$ cat src/rtl/core/kplre_pkg.sv
// Shared constants, types and register codes for the key event detector.
package kplre_pkg;

  localparam int unsigned TimeBits = 32;
  localparam int unsigned NumKeys  = 6;
  localparam int unsigned CfgIdxW  = 2;
  localparam int unsigned CfgDataW = 16;
  localparam int unsigned ThrW     = 7;
  localparam int unsigned IntvW    = 16;

  localparam logic [CfgIdxW-1:0] CfgJoyEnable  = 2'd0;
  localparam logic [CfgIdxW-1:0] CfgJoyThresh  = 2'd1;
  localparam logic [CfgIdxW-1:0] CfgRepeatIntv = 2'd2;
  localparam logic [CfgIdxW-1:0] CfgLongPress  = 2'd3;

  localparam logic [ThrW-1:0]  RstJoyThresh  = 7'd50;
  localparam logic [IntvW-1:0] RstRepeatIntv = 16'd5;
  localparam logic [IntvW-1:0] RstLongPress  = 16'd1000;

  localparam int unsigned KeyUp    = 0;
  localparam int unsigned KeyDown  = 1;
  localparam int unsigned KeyLeft  = 2;
  localparam int unsigned KeyRight = 3;

  localparam logic [2:0] KeyBitPos [NumKeys] = '{3'd7, 3'd6, 3'd5, 3'd4, 3'd1, 3'd0};

  typedef logic [TimeBits-1:0] time_t;

  typedef struct packed {
    logic             joy_enable;
    logic [ThrW-1:0]  joy_thresh;
    logic [IntvW-1:0] repeat_intv;
    logic [IntvW-1:0] long_press;
  } cfg_t;

  typedef struct packed {
    logic press_ev;
    logic long_ev;
  } lane_ev_t;

endpackage

$ cat src/rtl/core/kplre_if.sv
// Handshake channels for key samples and event results.
interface kplre_in_if;
  logic              valid;
  logic              ready;
  logic [31:0]       time_ms;
  logic [7:0]        button_bits;
  logic              joystick_valid;
  logic signed [7:0] joystick_x;
  logic signed [7:0] joystick_y;

  modport source (output valid, time_ms, button_bits, joystick_valid, joystick_x, joystick_y,
                  input ready);
  modport sink   (input valid, time_ms, button_bits, joystick_valid, joystick_x, joystick_y,
                  output ready);
endinterface

interface kplre_out_if;
  logic       valid;
  logic       ready;
  logic [5:0] press_events;
  logic [5:0] long_events;

  modport source (output valid, press_events, long_events, input ready);
  modport sink   (input valid, press_events, long_events, output ready);
endinterface

$ cat src/rtl/core/key_press_long_repeat_events_core.sv
// Top level: key press, long-press and auto-repeat event detector.
//
//   channel    dir   transfer when        payload
//   item_i     in    valid & ready        time_ms, button_bits, joystick_x/y/valid
//   result_o   out   valid & ready        press_events, long_events
//   cfg        in    cfg_we_i             cfg_idx_i, cfg_wdata_i
//
// One item per cycle while item_i.ready is high; each result is registered at its item
// transfer and shown in the following cycle. Six key lanes update in the transfer cycle,
// so state is ready for the next item. A single result register holds a stalled result;
// item_i.ready drops only while it is full and result_o.ready is low. Reset clears key
// state and restores register defaults; no clearing pass is needed.
module key_press_long_repeat_events_core (
  input  logic                             clk_i,
  input  logic                             rst_ni,
  input  logic                             cfg_we_i,
  input  logic [kplre_pkg::CfgIdxW-1:0]    cfg_idx_i,
  input  logic [kplre_pkg::CfgDataW-1:0]   cfg_wdata_i,
  kplre_in_if.sink                         item_i,
  kplre_out_if.source                      result_o
);

  kplre_pkg::cfg_t               cfg_q;
  kplre_pkg::time_t              now;
  logic [kplre_pkg::NumKeys-1:0] pressed;
  logic                          ready;
  logic                          accept;
  kplre_pkg::lane_ev_t           lane_ev [kplre_pkg::NumKeys];

  always_ff @(posedge clk_i or negedge rst_ni) begin
    if (!rst_ni) begin
      cfg_q.joy_enable  <= 1'b0;
      cfg_q.joy_thresh  <= kplre_pkg::RstJoyThresh;
      cfg_q.repeat_intv <= kplre_pkg::RstRepeatIntv;
      cfg_q.long_press  <= kplre_pkg::RstLongPress;
    end else if (cfg_we_i) begin
      unique case (cfg_idx_i)
        kplre_pkg::CfgJoyEnable:  cfg_q.joy_enable  <= cfg_wdata_i[0];
        kplre_pkg::CfgJoyThresh:  cfg_q.joy_thresh  <= cfg_wdata_i[kplre_pkg::ThrW-1:0];
        kplre_pkg::CfgRepeatIntv: cfg_q.repeat_intv <= cfg_wdata_i[kplre_pkg::IntvW-1:0];
        kplre_pkg::CfgLongPress:  cfg_q.long_press  <= cfg_wdata_i[kplre_pkg::IntvW-1:0];
        default: ;
      endcase
    end
  end

  assign now          = kplre_pkg::TimeBits'(item_i.time_ms);
  assign item_i.ready = ready;
  assign accept       = item_i.valid & ready;

  kplre_decode u_decode (
    .button_bits_i    (item_i.button_bits),
    .joystick_valid_i (item_i.joystick_valid),
    .joystick_x_i     (item_i.joystick_x),
    .joystick_y_i     (item_i.joystick_y),
    .cfg_i            (cfg_q),
    .pressed_o        (pressed)
  );

  for (genvar k = 0; k < kplre_pkg::NumKeys; k++) begin : g_lane
    kplre_lane u_lane (
      .clk_i     (clk_i),
      .rst_ni    (rst_ni),
      .accept_i  (accept),
      .pressed_i (pressed[k]),
      .now_i     (now),
      .cfg_i     (cfg_q),
      .ev_o      (lane_ev[k])
    );
  end

  kplre_merge u_merge (
    .clk_i      (clk_i),
    .rst_ni     (rst_ni),
    .in_valid_i (item_i.valid),
    .in_ready_o (ready),
    .lane_ev_i  (lane_ev),
    .result_o   (result_o)
  );

endmodule

$ cat src/rtl/core/kplre_decode.sv
// Key byte and joystick decode into one pressed flag per key.
module kplre_decode (
  input  logic [7:0]                   button_bits_i,
  input  logic                         joystick_valid_i,
  input  logic signed [7:0]            joystick_x_i,
  input  logic signed [7:0]            joystick_y_i,
  input  kplre_pkg::cfg_t              cfg_i,
  output logic [kplre_pkg::NumKeys-1:0] pressed_o
);

  logic signed [8:0] thr_pos;
  logic signed [8:0] thr_neg;
  logic signed [8:0] jx;
  logic signed [8:0] jy;
  logic              joy_on;
  logic [kplre_pkg::NumKeys-1:0] btn;

  assign thr_pos = $signed({2'b00, cfg_i.joy_thresh});
  assign thr_neg = -thr_pos;
  assign jx      = 9'(joystick_x_i);
  assign jy      = 9'(joystick_y_i);
  assign joy_on  = cfg_i.joy_enable & joystick_valid_i;

  always_comb begin
    for (int k = 0; k < kplre_pkg::NumKeys; k++) begin
      btn[k] = ~button_bits_i[kplre_pkg::KeyBitPos[k]];
    end
    pressed_o = btn;
    pressed_o[kplre_pkg::KeyUp]    = btn[kplre_pkg::KeyUp]    | (joy_on & (jy > thr_pos));
    pressed_o[kplre_pkg::KeyDown]  = btn[kplre_pkg::KeyDown]  | (joy_on & (jy < thr_neg));
    pressed_o[kplre_pkg::KeyLeft]  = btn[kplre_pkg::KeyLeft]  | (joy_on & (jx < thr_neg));
    pressed_o[kplre_pkg::KeyRight] = btn[kplre_pkg::KeyRight] | (joy_on & (jx > thr_pos));
  end

endmodule

$ cat src/rtl/core/kplre_lane.sv
// Per-key hold tracker raising press, repeat and long events.
module kplre_lane (
  input  logic                clk_i,
  input  logic                rst_ni,
  input  logic                accept_i,
  input  logic                pressed_i,
  input  kplre_pkg::time_t    now_i,
  input  kplre_pkg::cfg_t     cfg_i,
  output kplre_pkg::lane_ev_t ev_o
);

  logic             held_q, held_d;
  logic             fired_q, fired_d;
  kplre_pkg::time_t start_q;
  kplre_pkg::time_t last_q;
  kplre_pkg::time_t held_time;
  kplre_pkg::time_t since;
  logic             new_press;
  logic             long_hit;
  logic             rep_hit;

  assign held_time = now_i - start_q;
  assign since     = now_i - last_q;
  assign new_press = pressed_i & ~held_q;
  assign long_hit  = pressed_i & held_q & ~fired_q &
                     (held_time >= kplre_pkg::TimeBits'(cfg_i.long_press));
  assign rep_hit   = pressed_i & held_q & ~long_hit &
                     (since >= kplre_pkg::TimeBits'(cfg_i.repeat_intv));

  assign held_d  = pressed_i;
  assign fired_d = pressed_i & (fired_q | long_hit);

  assign ev_o.press_ev = new_press | rep_hit;
  assign ev_o.long_ev  = long_hit;

  always_ff @(posedge clk_i or negedge rst_ni) begin
    if (!rst_ni) begin
      held_q  <= 1'b0;
      fired_q <= 1'b0;
    end else if (accept_i) begin
      held_q  <= held_d;
      fired_q <= fired_d;
    end
  end

  always_ff @(posedge clk_i) begin
    if (accept_i && new_press) begin
      start_q <= now_i;
    end
    if (accept_i && (new_press || long_hit || rep_hit)) begin
      last_q <= now_i;
    end
  end

endmodule

$ cat src/rtl/core/kplre_merge.sv
// Lane event merge into the registered result stage.
module kplre_merge (
  input  logic                clk_i,
  input  logic                rst_ni,
  input  logic                in_valid_i,
  output logic                in_ready_o,
  input  kplre_pkg::lane_ev_t lane_ev_i [kplre_pkg::NumKeys],
  kplre_out_if.source         result_o
);

  logic                          valid_q;
  logic [kplre_pkg::NumKeys-1:0] press_q, press_d;
  logic [kplre_pkg::NumKeys-1:0] long_q, long_d;
  logic                          accept;

  assign in_ready_o = ~valid_q | result_o.ready;
  assign accept     = in_valid_i & in_ready_o;

  always_comb begin
    for (int k = 0; k < kplre_pkg::NumKeys; k++) begin
      press_d[k] = lane_ev_i[k].press_ev;
      long_d[k]  = lane_ev_i[k].long_ev;
    end
  end

  always_ff @(posedge clk_i or negedge rst_ni) begin
    if (!rst_ni) begin
      valid_q <= 1'b0;
    end else if (accept) begin
      valid_q <= 1'b1;
    end else if (result_o.ready) begin
      valid_q <= 1'b0;
    end
  end

  always_ff @(posedge clk_i) begin
    if (accept) begin
      press_q <= press_d;
      long_q  <= long_d;
    end
  end

  assign result_o.valid        = valid_q;
  assign result_o.press_events = press_q;
  assign result_o.long_events  = long_q;

endmodule

$ cat src/flat_wrapper.sv
// flat-port wrapper written by rule: the top's interface ports become plain ports
module key_press_long_repeat_events_core_flat 
  (clk_i, rst_ni, cfg_we_i, cfg_idx_i, cfg_wdata_i, item_i_valid, item_i_time_ms, item_i_button_bits, item_i_joystick_valid, item_i_joystick_x, item_i_joystick_y, item_i_ready, result_o_valid, result_o_press_events, result_o_long_events, result_o_ready);
  kplre_in_if item_i_i ();
  kplre_out_if result_o_i ();
  input  logic clk_i;
  input  logic rst_ni;
  input  logic cfg_we_i;
  input  logic [kplre_pkg::CfgIdxW-1:0] cfg_idx_i;
  input  logic [kplre_pkg::CfgDataW-1:0] cfg_wdata_i;
  input wire logic [$bits(item_i_i.valid)-1:0] item_i_valid;
  input wire logic [$bits(item_i_i.time_ms)-1:0] item_i_time_ms;
  input wire logic [$bits(item_i_i.button_bits)-1:0] item_i_button_bits;
  input wire logic [$bits(item_i_i.joystick_valid)-1:0] item_i_joystick_valid;
  input wire logic [$bits(item_i_i.joystick_x)-1:0] item_i_joystick_x;
  input wire logic [$bits(item_i_i.joystick_y)-1:0] item_i_joystick_y;
  output wire logic [$bits(item_i_i.ready)-1:0] item_i_ready;
  output wire logic [$bits(result_o_i.valid)-1:0] result_o_valid;
  output wire logic [$bits(result_o_i.press_events)-1:0] result_o_press_events;
  output wire logic [$bits(result_o_i.long_events)-1:0] result_o_long_events;
  input wire logic [$bits(result_o_i.ready)-1:0] result_o_ready;
  assign item_i_i.valid = item_i_valid;
  assign item_i_i.time_ms = item_i_time_ms;
  assign item_i_i.button_bits = item_i_button_bits;
  assign item_i_i.joystick_valid = item_i_joystick_valid;
  assign item_i_i.joystick_x = item_i_joystick_x;
  assign item_i_i.joystick_y = item_i_joystick_y;
  assign item_i_ready = item_i_i.ready;
  assign result_o_valid = result_o_i.valid;
  assign result_o_press_events = result_o_i.press_events;
  assign result_o_long_events = result_o_i.long_events;
  assign result_o_i.ready = result_o_ready;
  key_press_long_repeat_events_core u_core (.clk_i(clk_i), .rst_ni(rst_ni), .cfg_we_i(cfg_we_i), .cfg_idx_i(cfg_idx_i), .cfg_wdata_i(cfg_wdata_i), .item_i(item_i_i), .result_o(result_o_i));
endmodule
$ cat config.mk
export PLATFORM = sky130hd
export DESIGN_NAME = key_press_long_repeat_events_core_flat
export DESIGN_NICKNAME = d
export VERILOG_FILES = /design/src/rtl/core/kplre_pkg.sv /design/src/rtl/core/kplre_if.sv /design/src/rtl/core/key_press_long_repeat_events_core.sv /design/src/rtl/core/kplre_decode.sv /design/src/rtl/core/kplre_lane.sv /design/src/rtl/core/kplre_merge.sv /design/src/flat_wrapper.sv
export SDC_FILE = /design/constraint.sdc
export NUM_CORES = 1
export LEC_CHECK = 0
export BUFFER_PORTS_ARGS = -buffer_cell sky130_fd_sc_hd__buf_2
export CAP_MARGIN = 25
export CORE_UTILIZATION = 55
export CTS_CLUSTER_SIZE = 25
export DETAILED_ROUTE_END_ITERATION = 12
export GPL_ROUTABILITY_DRIVEN = 0
export HOLD_SLACK_MARGIN = 0.06
export PLACE_DENSITY = 0.71
export SKIP_CTS_REPAIR_TIMING = 1
export SLEW_MARGIN = 10
export SYNTH_ARGS = -nofsm -noshare
export SYNTH_HDL_FRONTEND = slang
export SYNTH_HIERARCHICAL = 1
export SYNTH_SLANG_ARGS = --single-unit
$ cat constraint.sdc
create_clock -name clk_i -period 7.5 [get_ports clk_i]
set_input_delay 0.75 -clock clk_i [delete_from_list [all_inputs] [get_ports clk_i]]
set_output_delay 0.75 -clock clk_i [all_outputs]
set_load 0.01 [all_outputs]
## Word level (Yosys, flattened, before mapping)

Index checks and enable logic that the tools add are counted.

| storage, ports and cells | value |
|---|---|
| flip-flop bits (word level) | 449 |
| input port bits | 80 |
| output and inout bits | 14 |
| logic and storage cells | 185 |

| cells by class | value |
|---|---|
| add/sub/neg operators | 13 |
| $lt $le $gt $ge | 16 |
| eq/ne operators | 3 |
| mux-type cells | 2 |
| bitwise operators | 90 |
| reductions and logical operators | 30 |

Operators by type and width:

| kind | count |
|---|---|
| 32-bit by 16-bit >= comparator with 1-bit output | 12 |
| 32-bit subtractor | 12 |
| 1-bit bitwise AND | 48 |
| 1-bit NOT | 25 |
| 8-bit by 9-bit < comparator with 1-bit output | 2 |
| 1-bit bitwise OR | 17 |
| 8-bit greater-than comparator | 2 |
| 1-bit logical AND | 12 |
| 1-bit logical OR | 12 |
| 7-bit negation with 9-bit output | 1 |
| 2-bit AND reduction | 4 |
| 2-bit equality test (second input constant) | 2 |
| 2-bit by 1-bit equality test with 1-bit output (second input constant) | 1 |
| 2-bit logical NOT | 1 |
| 1-bit two-way mux | 2 |
| 2-bit nonzero test | 1 |

## Depth between registers and ports, before layout

| depth | value |
|---|---|
| depth after elaboration | 12 |
| gate-level depth with buffers | 21 |
| depth with buffers taken out | 20 |

## Cells and area by module

Netlist, hierarchy kept.

By module, submodules not included:

| module | instances | cells an instance | area each (µm²) | sequential area each (µm²) |
|---|---|---|---|---|
| kplre_lane at u_core.g_lane[0].u_lane ... | 4 | 782 | 6707.7 | 1971.9 |
| kplre_lane at u_core.g_lane[1].u_lane | 1 | 800 | 6814.0 | 1971.9 |
| kplre_lane at u_core.g_lane[5].u_lane | 1 | 786 | 6770.2 | 1971.9 |
| key_press_long_repeat_events_core | 1 | 87 | 1625.3 | 1014.7 |
| kplre_decode | 1 | 107 | 788.3 | 0.0 |
| kplre_merge | 1 | 16 | 414.1 | 385.4 |

## Least setup slack after synthesis

OpenSTA, ideal clock, no wires.

| timing | value |
|---|---|
| path kind | input -> register |
| start point | input item_i_time_ms[4] |
| end point | register u_core.g_lane[1].u_lane.last_q[0], enable pin |
| setup time | 0.480 ns |
| arrival | 5.674 ns |
| required time | 7.020 ns |
| setup slack | 1.346 ns |
| cell stages on the path | 18 |
| buffers on the path | 0 |
| cells stage by stage | ha_1 a21o_1 a31o_2 o2111ai_1 o211ai_1 a21o_1 a21oi_1 xnor2_1 ha_1 a2111oi_4 o221ai_2 or4_1 nor4_1 nand4b_1 or4_4 nor4_4 or2_2 a21oi_1 |

| between the ends | value |
|---|---|
| word-level cells in the longest chain between the ends | 8 |
| elaborated cells between the ends (all ways) | 11 |
| classes of those cells | 2 x add/sub; 2 x order compare; 4 x bitwise; 3 x reduce/logical |

RTL lines:

| item | line | text |
|---|---|---|
| from (decl) | flat_wrapper.sv:12 | `input wire logic [$bits(item_i_i.time_ms)-1:0] item_i_time_ms;` |
| 32-bit subtractor | kplre_lane.sv:22 | `assign held_time = now_i - start_q;` |
| 32-bit by 16-bit >= comparator with 1-bit output | kplre_lane.sv:26 | `(held_time >= kplre_pkg::TimeBits'(cfg_i.long_press));` |
| 1-bit bitwise AND | kplre_lane.sv:25 | `assign long_hit = pressed_i & held_q & ~fired_q &` |
| 1-bit NOT | kplre_lane.sv:27 | `assign rep_hit = pressed_i & held_q & ~long_hit &` |
| 1-bit bitwise AND (2 in series) | kplre_lane.sv:27 |  |
| 1-bit logical OR * | kplre_lane.sv:50 | `if (accept_i && (new_press \|\| long_hit \|\| rep_hit)) begin` |
| 1-bit logical AND * | kplre_lane.sv:50 |  |
| to (signal assigned) | kplre_lane.sv:51 | `last_q <= now_i;` |
| to (decl) | kplre_lane.sv:15 | `kplre_pkg::time_t last_q;` |

Every way passes the cells marked *; elsewhere a longest branch is shown, timed or not.
A chain may end at the register's enable or synchronous reset.

## Worst setup path in the final report

| timing | value |
|---|---|
| start point | register u_core.g_lane[1].u_lane.start_q[4] |
| end point | register u_core.g_lane[1].u_lane.last_q[7], enable pin |

| between the ends | value |
|---|---|
| word-level cells in the longest chain between the ends | 8 |
| elaborated cells between the ends (all ways) | 9 |
| classes of those cells | 1 x add/sub; 1 x order compare; 4 x bitwise; 3 x reduce/logical |

RTL lines:

| item | line | text |
|---|---|---|
| from (decl) | kplre_lane.sv:14 | `kplre_pkg::time_t start_q;` |
| from (signal assigned) | kplre_lane.sv:48 | `start_q <= now_i;` |
| 32-bit subtractor * | kplre_lane.sv:22 |  |
| 32-bit by 16-bit >= comparator with 1-bit output * | kplre_lane.sv:26 |  |
| 1-bit bitwise AND * | kplre_lane.sv:25 |  |
| 1-bit NOT | kplre_lane.sv:27 |  |
| 1-bit bitwise AND (2 in series) | kplre_lane.sv:27 |  |
| 1-bit logical OR * | kplre_lane.sv:50 |  |
| 1-bit logical AND * | kplre_lane.sv:50 |  |

Marked as above.

==> impl_metrics.env <==
export IMPL_yosys_area_top_type="edfxtp_1"
export IMPL_ys_types=105
export IMPL_cts_buffers=54
export IMPL_grt_util_all_layers=0.336
export IMPL_die_w_um=282
export IMPL_ys_ff_latch=449
export IMPL_synth_edff_count=396
export IMPL_dieArea_mm2=0.0797
export IMPL_power_frac_seq=0.335
export IMPL_cts_htree_levels=2
export IMPL_cp_endpoint="u_core/g_lane[1].u_lane/last_q[7]"
export IMPL_seq_area_frac_synth=0.306
export IMPL_r2r_end="u_core/g_lane[1].u_lane/last_q[7]"
export IMPL_dpl_cell_area_mm2=0.0451
export IMPL_finalCriticalPeriod_ns=6.39
export IMPL_grt_pass1_wl_um=204000
export IMPL_syn_avg_cell_area_um2=8.78
export IMPL_finalClockSkew_ns=0.0388
export IMPL_fmax_mhz=157
export IMPL_detail_route_wl_per_cell_um=22.2
export IMPL_drt_pass1_iterations=6
export IMPL_maxSlewViolCount=0
export IMPL_start_util=0.557
export IMPL_grt_max_degree=54
export IMPL_synth_area_top_cells="edfxtp_1, ha_1, inv_1"
export IMPL_peakVddDrop_v=0.000274
export IMPL_cts_tree="done"
export IMPL_min_period_over_period=0.852
export IMPL_synthesis_area_mm2=0.0432
export IMPL_clkSinkCount=449
export IMPL_dpl_hpwl_um=99900
export IMPL_timing_hold_ws_ns=0.337
export IMPL_netlist_area_leader_share=0.275
export IMPL_io_pins=94
export IMPL_fillers=6843
export IMPL_required_ns=7.89
export IMPL_clockBufferDepth=3
export IMPL_layout_drive_gt1_share=0.0863
export IMPL_drc_errors=0
export IMPL_critical_path_arrival_ns=6.78
export IMPL_ys_async_sr_fraction=0.118
export IMPL_cap_violations=0
export IMPL_netSwitchingFraction=0.361
export IMPL_setup_violations_final=0
export IMPL_ys_warnings_count=6
export IMPL_syn_to_final_growth_pct=9.24
export IMPL_io_buffers=91
export IMPL_grt_pass1_vias=35400
export IMPL_root_buffer="clkbuf_16"
export IMPL_critPathLaunchType="register"
export IMPL_p_sw_mw=3.39
export IMPL_rsz0062_at_grt="no"
export IMPL_r2r_setup_slack_ns=1.11
export IMPL_antenna_found_initial=17
export IMPL_rows=102
export IMPL_pwr_share_comb=0.353
export IMPL_synth_fp_nets=5605
export IMPL_final_nets=5699
export IMPL_cellPowerDensity_mw_per_mm2=199
export IMPL_relSlewSlack=0.281
export IMPL_final_area_mm2=0.0472
export IMPL_critPathMaxFanout=17
export IMPL_clkLatencyLatePin_ns=0.66
export IMPL_setup_ws_ns=1.11
export IMPL_r2r_cells=20
export IMPL_path_class="register to register"
export IMPL_path_clk_slew_ns=0.07
export IMPL_dpl_worst_slack_ns=0.698
export IMPL_endpoint_kind="register"
export IMPL_hold_class="input port to register"
export IMPL_drt_iter0_markers=3873
export IMPL_status="completed"
export IMPL_internal_power_mw=6.01
export IMPL_final_antenna_net_count=0
export IMPL_fin_tns_setup_ns=0
export IMPL_multiInputGateArea_mm2=0.0271
export IMPL_avgViaCountPerCell=6.29
export IMPL_r2r_start="u_core/g_lane[1].u_lane/start_q[4]"
export IMPL_chipHeight_um=282
export IMPL_synth_flop_cell="edfxtp_1"
export IMPL_seq_area_mm2=0.0132
export IMPL_overflow=0
export IMPL_wirelength_um=136000
export IMPL_leakagePower_nw=20.8
export IMPL_tightest_slew_ns=1.08
export IMPL_num_vias=38400
export IMPL_startpoint="u_core/g_lane[1].u_lane/start_q[4]"
export IMPL_hold_violations=0
export IMPL_clkPwrFrac=0.312
export IMPL_postSynthCellCount=4924
export IMPL_core_region_area_mm2=0.0776
through the flow:
step | total power, mW | util | instances
2_1_floorplan | 5.40 | - | 4924
3_3_place_gp | 6.32 | 0.580 | 5993
3_5_place_dp | 6.39 | 0.581 | 5994
4_1_cts | 9.35 | 0.606 | 6095
5_1_grt | 9.88 | 0.609 | 6105
6_report | 9.40 | 0.609 | 6105
flip-flops by register name (all words and copies together) (netlist names):
register                              flops
u_core/g_lane.u_lane/held_q               6
u_core/cfg_q                             40
u_core/g_lane.u_lane/last_q             192
u_core/g_lane.u_lane/start_q            192
u_core/u_merge/result_o.press_events      6
u_core/u_merge/result_o.valid             1
u_core/g_lane.u_lane/fired_q              6
u_core/u_merge/result_o.long_events       6
synth_stat cells, types with 33 or more instances:
library cell / n
nand3_1: 138
dfrtp_1: 42
o21a_1: 85
xor2_1: 97
a31oi_1: 43
nor2b_1: 52
a211oi_1: 69
o2111ai_1: 33
inv_1: 660
nor3_1: 59
a21oi_1: 448
a21o_1: 131
nand2_1: 398
nand2b_1: 42
buf_2: 40
o21ai_1: 39
xnor2_1: 151
edfxtp_1: 396
clkbuf_1: 68
nor4_1: 34
o21ai_0: 241
nor2_1: 280
ha_1: 589
o211ai_1: 75
nand4_1: 105
power groups by stage:
stage	logic [mW]	clock network, mW	registers [mW]
global route	3.66	3.06	3.16
finish	3.31	2.93	3.15
global placement	3.13	0	3.19
CTS	3.23	2.98	3.14
floorplan	2.33	0	3.07
detailed placement	3.20	0	3.20
worst min-delay path by stage:
stage                     start                       endpoint  slack [ns]  cells past startpoint
6_report           item_i_valid  u_core/u_merge/result_o.valid        0.34                      2
5_1_grt            item_i_valid  u_core/u_merge/result_o.valid        0.34                      2
4_1_cts            item_i_valid  u_core/u_merge/result_o.valid        0.31                      2
3_5_place_dp   u_core/cfg_q[31]               u_core/cfg_q[31]        0.51                      1
3_3_place_gp   u_core/cfg_q[31]               u_core/cfg_q[31]        0.49                      1
2_1_floorplan            rst_ni                u_core/cfg_q[0]        0.45                      0
metal layers:
layer | GRT usage | part of all wire | vias to the layer above
met3 | 0.0596 | 0.090 | 337
met5 | 0 | 0.00041 | -
met1 | 0.456 | 0.43 | 18100
met2 | 0.516 | 0.42 | 1643
met4 | 0.165 | 0.057 | 8
li1 | - | - | 18300
cells in the final DEF (no fill, tap or decap), types with 22 or more instances in the layout:
master	synthesis	final
buf_2	40	91
mux2_2	27	27
a2111oi_0	22	22
inv_1	660	660
xnor2_1	151	151
nand2_1	398	398
a21oi_1	448	443
o211ai_1	75	75
o21a_1	85	85
o21bai_1	25	25
nor4_1	34	34
a31oi_1	43	42
ha_1	589	589
mux2i_1	30	30
and3_1	29	29
dfrtp_1	42	42
nor2b_1	52	52
buf_4	6	51
a211o_1	22	22
or3_1	23	23
nand4_1	105	105
nand2b_1	42	42
a211oi_1	69	69
o2111ai_1	33	33
nor2_1	280	274
o21ai_1	39	39
a21o_1	131	131
clkbuf_16	0	56
nand3_1	138	138
nor3_1	59	59
o21ai_0	241	241
and2_1	22	22
xor2_1	97	97
edfxtp_1	396	396
cells by family (layout without fill, tap and decap cells):
group	after synthesis	after routing	synth area share
muxes	78	78	0.0212
AOI/OAI and AO/OA	1477	1477	0.226
DFF	449	449	0.306
xor gates and xnor gates	248	248	0.0502
other	0	2	0
and+or+nand+nor	1291	1291	0.150
buffers and inverters	776	915	0.0694
adders and majority gates	605	605	0.177
critical path, stage by stage, from the launching register on:
cell,delay [ns]
edfxtp_1,0.37
inv_1,0.07
ha_1,0.27
a21o_1,0.21
a31o_2,0.22
o2111ai_1,0.49
o211ai_1,0.35
a21o_1,0.26
a21oi_1,0.17
xnor2_1,0.16
ha_1,0.32
a2111oi_4,0.39
o221ai_2,0.14
or4_1,0.52
nor4_1,0.31
nand4b_1,0.14
or4_4,0.51
nor4_4,0.52
or2_2,0.23
a21oi_4,0.17
buf_16,0.27
cell type report:
class	count	share of cell area
Antenna cell	2	0.000106
Sequential cell	449	0.280
Clock inverter	28	0.00954
Timing Repair Buffer	154	0.0241
Inverter	660	0.0524
Tap cell	1040	0.0275
Clock buffer	73	0.0321
Multi-Input combinational cell	3699	0.574
Note: power is estimated with default switching activity, not from simulation.
